**src/hw/rtl/mtu_pkg.sv**
```systemverilog
// Shared types and constants for the membership table update block.
`default_nettype none
package mtu_pkg;

   localparam int KEY_W  = 64;
   localparam int INC_W  = 32;
   localparam int TIME_W = 32;
   localparam int WIT_W  = 48;
   localparam int CMD_W  = 3;
   localparam int ST_W   = 2;
   localparam int RC_W   = 2;
   localparam int CSR_IDX_W = 1;

   typedef enum logic [CMD_W-1:0] {
      CMD_NOTICE  = 3'd0,
      CMD_MERGE   = 3'd1,
      CMD_SUSPECT = 3'd2,
      CMD_DELETE  = 3'd3,
      CMD_LOOKUP  = 3'd4
   } cmd_type;

   localparam logic [ST_W-1:0] ST_UNKNOWN = 2'd0;
   localparam logic [ST_W-1:0] ST_ALIVE   = 2'd1;
   localparam logic [ST_W-1:0] ST_SUSPECT = 2'd2;
   localparam logic [ST_W-1:0] ST_DEAD    = 2'd3;

   localparam logic [RC_W-1:0] RC_OK        = 2'd0;
   localparam logic [RC_W-1:0] RC_NOT_FOUND = 2'd1;
   localparam logic [RC_W-1:0] RC_OWN       = 2'd2;
   localparam logic [RC_W-1:0] RC_FULL      = 2'd3;

   localparam logic [CSR_IDX_W-1:0] CSR_OWN_ID_HIGH = 1'd0;
   localparam logic [CSR_IDX_W-1:0] CSR_OWN_ID_LOW  = 1'd1;

   // Request token walking down the cell chain, carrying its answer once settled.
   typedef struct packed {
      logic              vld;
      logic              done;
      logic [CMD_W-1:0]  cmd;
      logic [KEY_W-1:0]  key_high;
      logic [KEY_W-1:0]  key_low;
      logic [INC_W-1:0]  inc;
      logic [ST_W-1:0]   gst;
      logic [TIME_W-1:0] tm;
      logic [WIT_W-1:0]  wit;
      logic [RC_W-1:0]   code;
      logic [ST_W-1:0]   r_st;
      logic [INC_W-1:0]  r_inc;
      logic [TIME_W-1:0] r_seen;
   } token_type;

endpackage
`default_nettype wire

```
**src/hw/rtl/mtu_cell.sv**
```systemverilog
// One table entry: compares the passing token, updates or fills itself.
`default_nettype none
module mtu_cell (
   input  wire                clock,
   input  wire                reset,
   input  mtu_pkg::token_type tok_i,
   output mtu_pkg::token_type tok_o
);
   import mtu_pkg::*;

   logic              valid_ff, valid_in;
   logic [KEY_W-1:0]  key_high_ff, key_high_in, key_low_ff, key_low_in;
   logic [INC_W-1:0]  inc_ff, inc_in;
   logic [ST_W-1:0]   st_ff, st_in;
   logic [TIME_W-1:0] seen_ff, seen_in;
   logic [WIT_W-1:0]  wit_ff, wit_in;
   token_type         tok_ff, tok_in;
   logic              live, hit, fill;

   always_comb begin
      valid_in    = valid_ff;
      key_high_in = key_high_ff;
      key_low_in  = key_low_ff;
      inc_in      = inc_ff;
      st_in       = st_ff;
      seen_in     = seen_ff;
      wit_in      = wit_ff;
      tok_in      = tok_i;
      live = tok_i.vld && !tok_i.done;
      hit  = live && valid_ff && tok_i.key_high == key_high_ff && tok_i.key_low == key_low_ff;
      fill = live && !valid_ff && tok_i.cmd == CMD_MERGE;
      if (hit) begin
         case (tok_i.cmd)
            CMD_NOTICE: begin
               if (tok_i.inc > inc_ff) begin
                  inc_in  = tok_i.inc;
                  st_in   = ST_ALIVE;
                  seen_in = tok_i.tm;
               end else if (tok_i.inc == inc_ff && st_ff != ST_DEAD) begin
                  st_in   = ST_ALIVE;
                  seen_in = tok_i.tm;
               end
            end
            CMD_MERGE: begin
               if (tok_i.inc > inc_ff) begin
                  inc_in  = tok_i.inc;
                  st_in   = tok_i.gst;
                  seen_in = tok_i.tm;
               end else if (tok_i.inc == inc_ff && (st_ff == ST_ALIVE || st_ff == ST_SUSPECT)) begin
                  if (tok_i.gst > st_ff) begin
                     st_in   = tok_i.gst;
                     seen_in = tok_i.tm;
                  end else if (tok_i.gst == st_ff && seen_ff < tok_i.tm) begin
                     seen_in = tok_i.tm;
                  end
               end
            end
            CMD_SUSPECT: begin
               st_in  = ST_SUSPECT;
               wit_in = tok_i.wit;
            end
            CMD_DELETE: st_in = ST_DEAD;
            default: ;
         endcase
      end else if (fill) begin
         valid_in    = 1'b1;
         key_high_in = tok_i.key_high;
         key_low_in  = tok_i.key_low;
         inc_in      = tok_i.inc;
         st_in       = tok_i.gst;
         seen_in     = tok_i.tm;
         wit_in      = '0;
      end
      if (hit || fill) begin
         tok_in.done   = 1'b1;
         tok_in.code   = RC_OK;
         tok_in.r_st   = st_in;
         tok_in.r_inc  = inc_in;
         tok_in.r_seen = seen_in;
      end else if (live && !valid_ff) begin
         // entries fill from the front, so an empty cell ends the search
         tok_in.done = 1'b1;
         tok_in.code = RC_NOT_FOUND;
      end
   end

   always_ff @(posedge clock) begin
      if (reset) begin
         valid_ff <= 1'b0;
         tok_ff   <= '0;
      end else begin
         valid_ff <= valid_in;
         tok_ff   <= tok_in;
      end
      key_high_ff <= key_high_in;
      key_low_ff  <= key_low_in;
      inc_ff      <= inc_in;
      st_ff       <= st_in;
      seen_ff     <= seen_in;
      wit_ff      <= wit_in;
   end

   assign tok_o = tok_ff;

endmodule
`default_nettype wire

```
**config.mk**
```make
export PLATFORM = sky130hd
export DESIGN_NAME = mtu_cell
export DESIGN_NICKNAME = d
export VERILOG_FILES = /design/src/hw/rtl/mtu_pkg.sv /design/src/hw/rtl/mtu_cell.sv
export SDC_FILE = /design/constraint.sdc
export NUM_CORES = 1
export LEC_CHECK = 0
export ABC_AREA = 1
export BUFFER_PORTS_ARGS = -buffer_cell sky130_fd_sc_hd__buf_4
export CAP_MARGIN = 10
export CORE_AREA = 2 2 244 246
export DETAILED_ROUTE_END_ITERATION = 7
export DIE_AREA = 0 0 246 248
export SLEW_MARGIN = 20
export SYNTH_ARGS = -nofsm -noshare
export SYNTH_HDL_FRONTEND = slang
export SYNTH_SLANG_ARGS = --single-unit
```
**constraint.sdc**
```tcl
create_clock -name clock -period 9.8 [get_ports clock]
set_input_delay 0.98 -clock clock [delete_from_list [all_inputs] [get_ports clock]]
set_output_delay 0.98 -clock clock [all_outputs]
set_load 0.01 [all_outputs]
```
After elaboration in Yosys (flattened, before gate mapping) --
Index checks and enable logic that the tools add are counted. W data, S select, Z words.
Operators by class: add/sub/neg operators 0, multiply operators 0, div/mod/pow operators 0, $lt $le $gt $ge 3, eq/ne operators 10, shifts and indexed selects 0, mux-type cells 25, bitwise logic cells 1, reductions and logical operators 18
Operators with widths (number):
- $mux W32 | 12
- $eq A64 B64 Y1 | 2
- $mux W66 | 1
- $pmux W32 S2 | 1
- $eq A32 B32 Y1 | 1
- $gt A32 B32 Y1 | 1
- $lt A32 B32 Y1 | 1
- $mux W2 | 7
- $logic_and A1 B1 Y1 | 9
- $pmux W2 S4 | 1
- $eq A3 B2 Y1 const B | 2
- $reduce_or A2 Y1 | 2
- $eq A3 B1 Y1 const B | 1
- $logic_not A3 Y1 | 1
- $mux W1 | 3
- $reduce_or A3 Y1 | 1
- $eq A2 B1 Y1 const B | 1
- $eq A2 B2 Y1 | 1
- $eq A2 B2 Y1 const B | 1
- $gt A2 B2 Y1 | 1
- $logic_not A1 Y1 | 2
- $logic_or A1 B1 Y1 | 2
- $ne A2 B2 Y1 const B | 1
- $reduce_and A2 Y1 | 1
- $not A1 Y1 | 1
Storage, ports and cells: register bits after elaboration 510, bits in latches 0, RAM bits 0, ROM bits 0, input bits 317, word-level logic and storage cells 77, memories 0

Depth between registers and ports, before layout --
depth in word-level cells 9, mapped depth 23, depth with buffers taken out 22

Worst setup path before layout --
No wires, ideal clock.
path type input -> register, start point in tok_i[312] (netlist name), end point reg tok_ff, in the netlist tok_o[14], library setup time 0.113 ns, arrival 4.837 ns, required time 9.687 ns, slack 4.850 ns, stages 10, path buffers 2, path through nor2_1 > inv_2 > nor2_2 > nand2_1 > inv_1 > nor2_4 > buf_2 > buf_2 > nand3_1 > nand2_1
Between the ends: word-level cells in the longest chain between the ends 5
Ends and longest elaborated chain:
- start, declared | line mtu_cell.sv:6 | input mtu_pkg::token_type tok_i,
- $eq A3 B1 Y1 | line mtu_cell.sv:31, mtu_cell.sv:33
- $logic_and A1 B1 Y1 | line mtu_cell.sv:31 | fill = live && !valid_ff && tok_i.cmd == CMD_MERGE;
- $mux W32 | line mtu_cell.sv:65 | end else if (fill) begin
- $mux W32 | line mtu_cell.sv:32 | if (hit) begin
- $mux W66 (*) | line mtu_cell.sv:74 | if (hit || fill) begin
- end signal, assigned | line mtu_cell.sv:93 | tok_ff <= tok_in;
- end, declared | line mtu_cell.sv:17 | token_type tok_ff, tok_in;
Every way passes the cells marked *; elsewhere a longest branch is shown, timed or not. A chain may end at the register's enable or synchronous reset.

Worst setup path in the final report --
start point in tok_i[173] (netlist name), end point reg tok_ff, in the netlist tok_o[0]
Between the ends: word-level cells in the longest chain between the ends 7
Ends and longest elaborated chain:
- branches (longest 4 deep; another with $gt A32 B32 Y1)
- $pmux W32 S2 (*) | line mtu_cell.sv:33 | case (tok_i.cmd)
- $mux W32 (*) | line mtu_cell.sv:32
- via seen_in[0] | line mtu_cell.sv:15 | logic [TIME_W-1:0] seen_ff, seen_in;
- $mux W66 (*) | line mtu_cell.sv:74
Mark *: on every way through the listed nets, which the timed path passes.

==> metrics.csv <==
metric,value,unit
Synth Area in Simple Gates,0.326,
Required @ worst endpoint,10350,ps
Die Area,61000,um2
Crit Path Category,in2reg,
register area,11500,um2
Finished Layout Cells,4499,
Synthesis Warnings,0,
largest family of logic cells by synthesized area,simple AND/OR/NAND/NOR gates,
"antenna viol nets, final",0,
post-CTS sizing,0,
FP Rows,89,
CTS tree,done,
Net Sw Frac,0.280,
Multi-input gate area,9420,um2
"top cells by count, synth","nand2_1, inv_1, dfxtp_1",
Yosys top cell area share,0.330,
post-synthesis sequential area ratio,0.496,
maximum vdd drop,0.137,mV
Syn Area/Cell,7.52,um2
Total GRT Usage,0.275,
largest net degree at the start of global routing,87,
clock latency on the worst-skew pair,620,ps
clock slew at reported path FFs,70,ps
Crit Path Max Fanout,72,
Setup crit end kind,register,
Area Growth Syn to Fin,31.6,%
CTS Buffer Depth,3,
top cell type by total area after synthesis,dfxtp_1,
core area,58500,um2
synthesized flop and latch total,510,
# IOs,632,
DRT iter0 DRCs,1774,
post-synthesis xor/xnor area fraction,0.0128,
fraction of the mapped netlist area in adder cells,0.0362,
Worst EP arrival,4960,ps
GRT met3 Usage,0.0699,
Die Span Y,248,um
net switching power,1.60,mW
Die X,246,um
Clk network pwr share,0.405,
GPL Wtd Cong,0.969,
clock net sink count,510,
GRT overflow,0,
"Hold-fix buffers, CTS",0,
min Tclk post-route,4420,ps
Compound-Gate Fraction of Synth Area,0.0310,
fmax,226,MHz
layout cells sized above 1,0.220,
final setup fails,0,
Remaining DRCs,0,
Synth Flop Type,dfxtp_1,
Lkg Pwr,15.8,nW
Worst-Margin Slew,1010,ps
Combinational Power Share,0.179,
number of synthesized flops with an enable pin,128,
vias,22100,
Nets,4052,
RSZ-0062 raised after global routing,false,
Initial Util,0.396,
top-count cell post-synth,nand2_1,
Inserted Clock Buffers,57,
final WL,87100,um
root buffer cell,clkbuf_16,
vias in the first global route,20500,
# fillers,5798,
part of the cycle the worst path needs,0.451,
global-route wire length before repair,127000,um
"Net Count, Synth",3465,
vias per cell,4.91,
initial antenna violation count,16,
Max Clock Skew,25.0,ps
H-tree depth,2,
Seq pwr share,0.417,
P per Cell Area,187,nW/um2
GRT met2 Usage,0.439,
Int Pwr,4.10,mW
"Setup Fix Bufs, Post-CTS",0,
area of the mapped netlist,23200,um2
Yosys cell types,40,
Post-Syn Instances,3081,
Pre-antenna DRT Iters,6,
Async SR Flop Fraction,0,
placed insts,4382,
Final Hold Vio Count,0,
wire length per cell,19.4,um
status,"finished, final reports clean",
max_cap viols,0,
hold crit path type,reg2reg,
top post-synthesis cells by area,"dfxtp_1, edfxtp_1, nand2_1",
Max transition margin,0.322,
post-synthesis mux area share,0,
met1 GRT Util,0.354,
Fin Setup TNS,0,ps
grt peak-use layer,met2,
Final Slew Violations,0,
IO Port Bufs,631,
hpwl dp,65600,um
Critical Path Start Type,primary input,
-- registers in the layout, indices dropped and copies added, names as in the netlist --
register and flops:
tok_o 315, key_high_ff 64, key_low_ff 64, inc_ff 32
seen_ff 32, st_ff 2, valid_ff 1
-- stage by stage --
stage	worst slack (ps)	hold WS (ps)	util	power [mW]	instance area, um2
after floorplan	4850	485	-	3.01	23200
after detailed placement	4790	522	0.487	3.43	28500
after global placement	4870	519	0.487	3.42	28500
final	5380	528	0.522	5.70	30500
after CTS	5410	510	0.521	5.73	30500
after global routing	4970	520	0.522	5.96	30500
-- area by class of cell --
class / instances / area share
Antenna cell: 11 / 0.000902
Timing Repair Buffer: 646 / 0.159
Inverter: 459 / 0.0566
Tap cell: 773 / 0.0317
Multi-Input combinational cell: 1994 / 0.309
Sequential cell: 510 / 0.377
Clock inverter: 31 / 0.0133
Clock buffer: 75 / 0.0527
-- placed cells by master (no fill, tap or decap), types with 2 or more instances in the layout --
cell type | synthesis | layout
nand2_1 | 888 | 887
buf_4 | 0 | 644
inv_1 | 442 | 440
dfxtp_1 | 382 | 382
nor2_1 | 355 | 354
nand3_1 | 245 | 245
edfxtp_1 | 128 | 128
nand4_1 | 125 | 125
o21ai_0 | 97 | 97
ha_1 | 67 | 67
clkbuf_16 | 0 | 59
or2_2 | 47 | 47
nor3_1 | 45 | 45
a21oi_1 | 30 | 30
xor2_1 | 27 | 27
nor4_1 | 19 | 19
inv_2 | 15 | 16
clkinv_2 | 0 | 12
diode_2 | 0 | 11
bufinv_16 | 0 | 9
clkbuf_1 | 64 | 9
clkbuf_8 | 0 | 8
xnor2_1 | 7 | 7
nor2_4 | 6 | 7
clkinv_1 | 2 | 5
o21ai_1 | 5 | 5
or2_1 | 4 | 4
nor3b_1 | 4 | 4
nand3b_1 | 4 | 4
inv_6 | 0 | 3
o21a_1 | 3 | 3
nor2_2 | 2 | 2
and2_1 | 2 | 2
nand2_2 | 2 | 2
clkinv_4 | 0 | 2
-- cell families after synthesis --
kind of cell | count (synthesis)
adder cells (fa/ha/maj) | 67
XOR/XNOR | 34
AND/OR/NAND/NOR | 1753
flip-flops | 510
buffers and inverters | 577
AO/OA/AOI/OAI | 140
-- power groups by stage --
| stage | sequential [mW] | clock [mW] | combinational [mW] |
|---|---|---|---|
| 5_1_grt | 2.39 | 2.42 | 1.15 |
| 4_1_cts | 2.37 | 2.34 | 1.02 |
| 2_1_floorplan | 2.43 | 0 | 0.579 |
| 3_3_place_gp | 2.42 | 0 | 1.00 |
| 6_report | 2.37 | 2.31 | 1.02 |
| 3_5_place_dp | 2.42 | 0 | 1.01 |
-- metal layers --
metal  vias to the layer above  share of wire
met5                         -        0.00072
met2                       892           0.46
li1                      10900              -
met3                       159          0.086
met1                     10200           0.42
met4                        10          0.035
-- final timing paths --
check	start	endpoint	slack (ps)	cells after the start
worst max register to register	inc_ff[23]$_DFF_P_	tok_o[0]$_SDFF_PP0_	5480	17
worst min-delay path	seen_ff[23]$_DFF_P_	seen_ff[23]$_DFF_P_	530	2
worst min register to register	seen_ff[23]$_DFF_P_	seen_ff[23]$_DFF_P_	530	2
worst max-delay path	tok_i[173]	tok_o[0]$_SDFF_PP0_	5380	17
-- critical path: stages --
cell     delay, ps
buf_4          120
ha_1           290
nand2_1         70
nor2_1         260
nand2_1        110
nor2_2         210
nand2_2        470
nand2_2        210
buf_4          610
nand3_2        860
nand2_1        280
nand3_1        100
nand2_1         80
nand2_1         50
nand2_1        100
nand2_1         50
nand2_1         80
(Power assumes the default switching activity.)
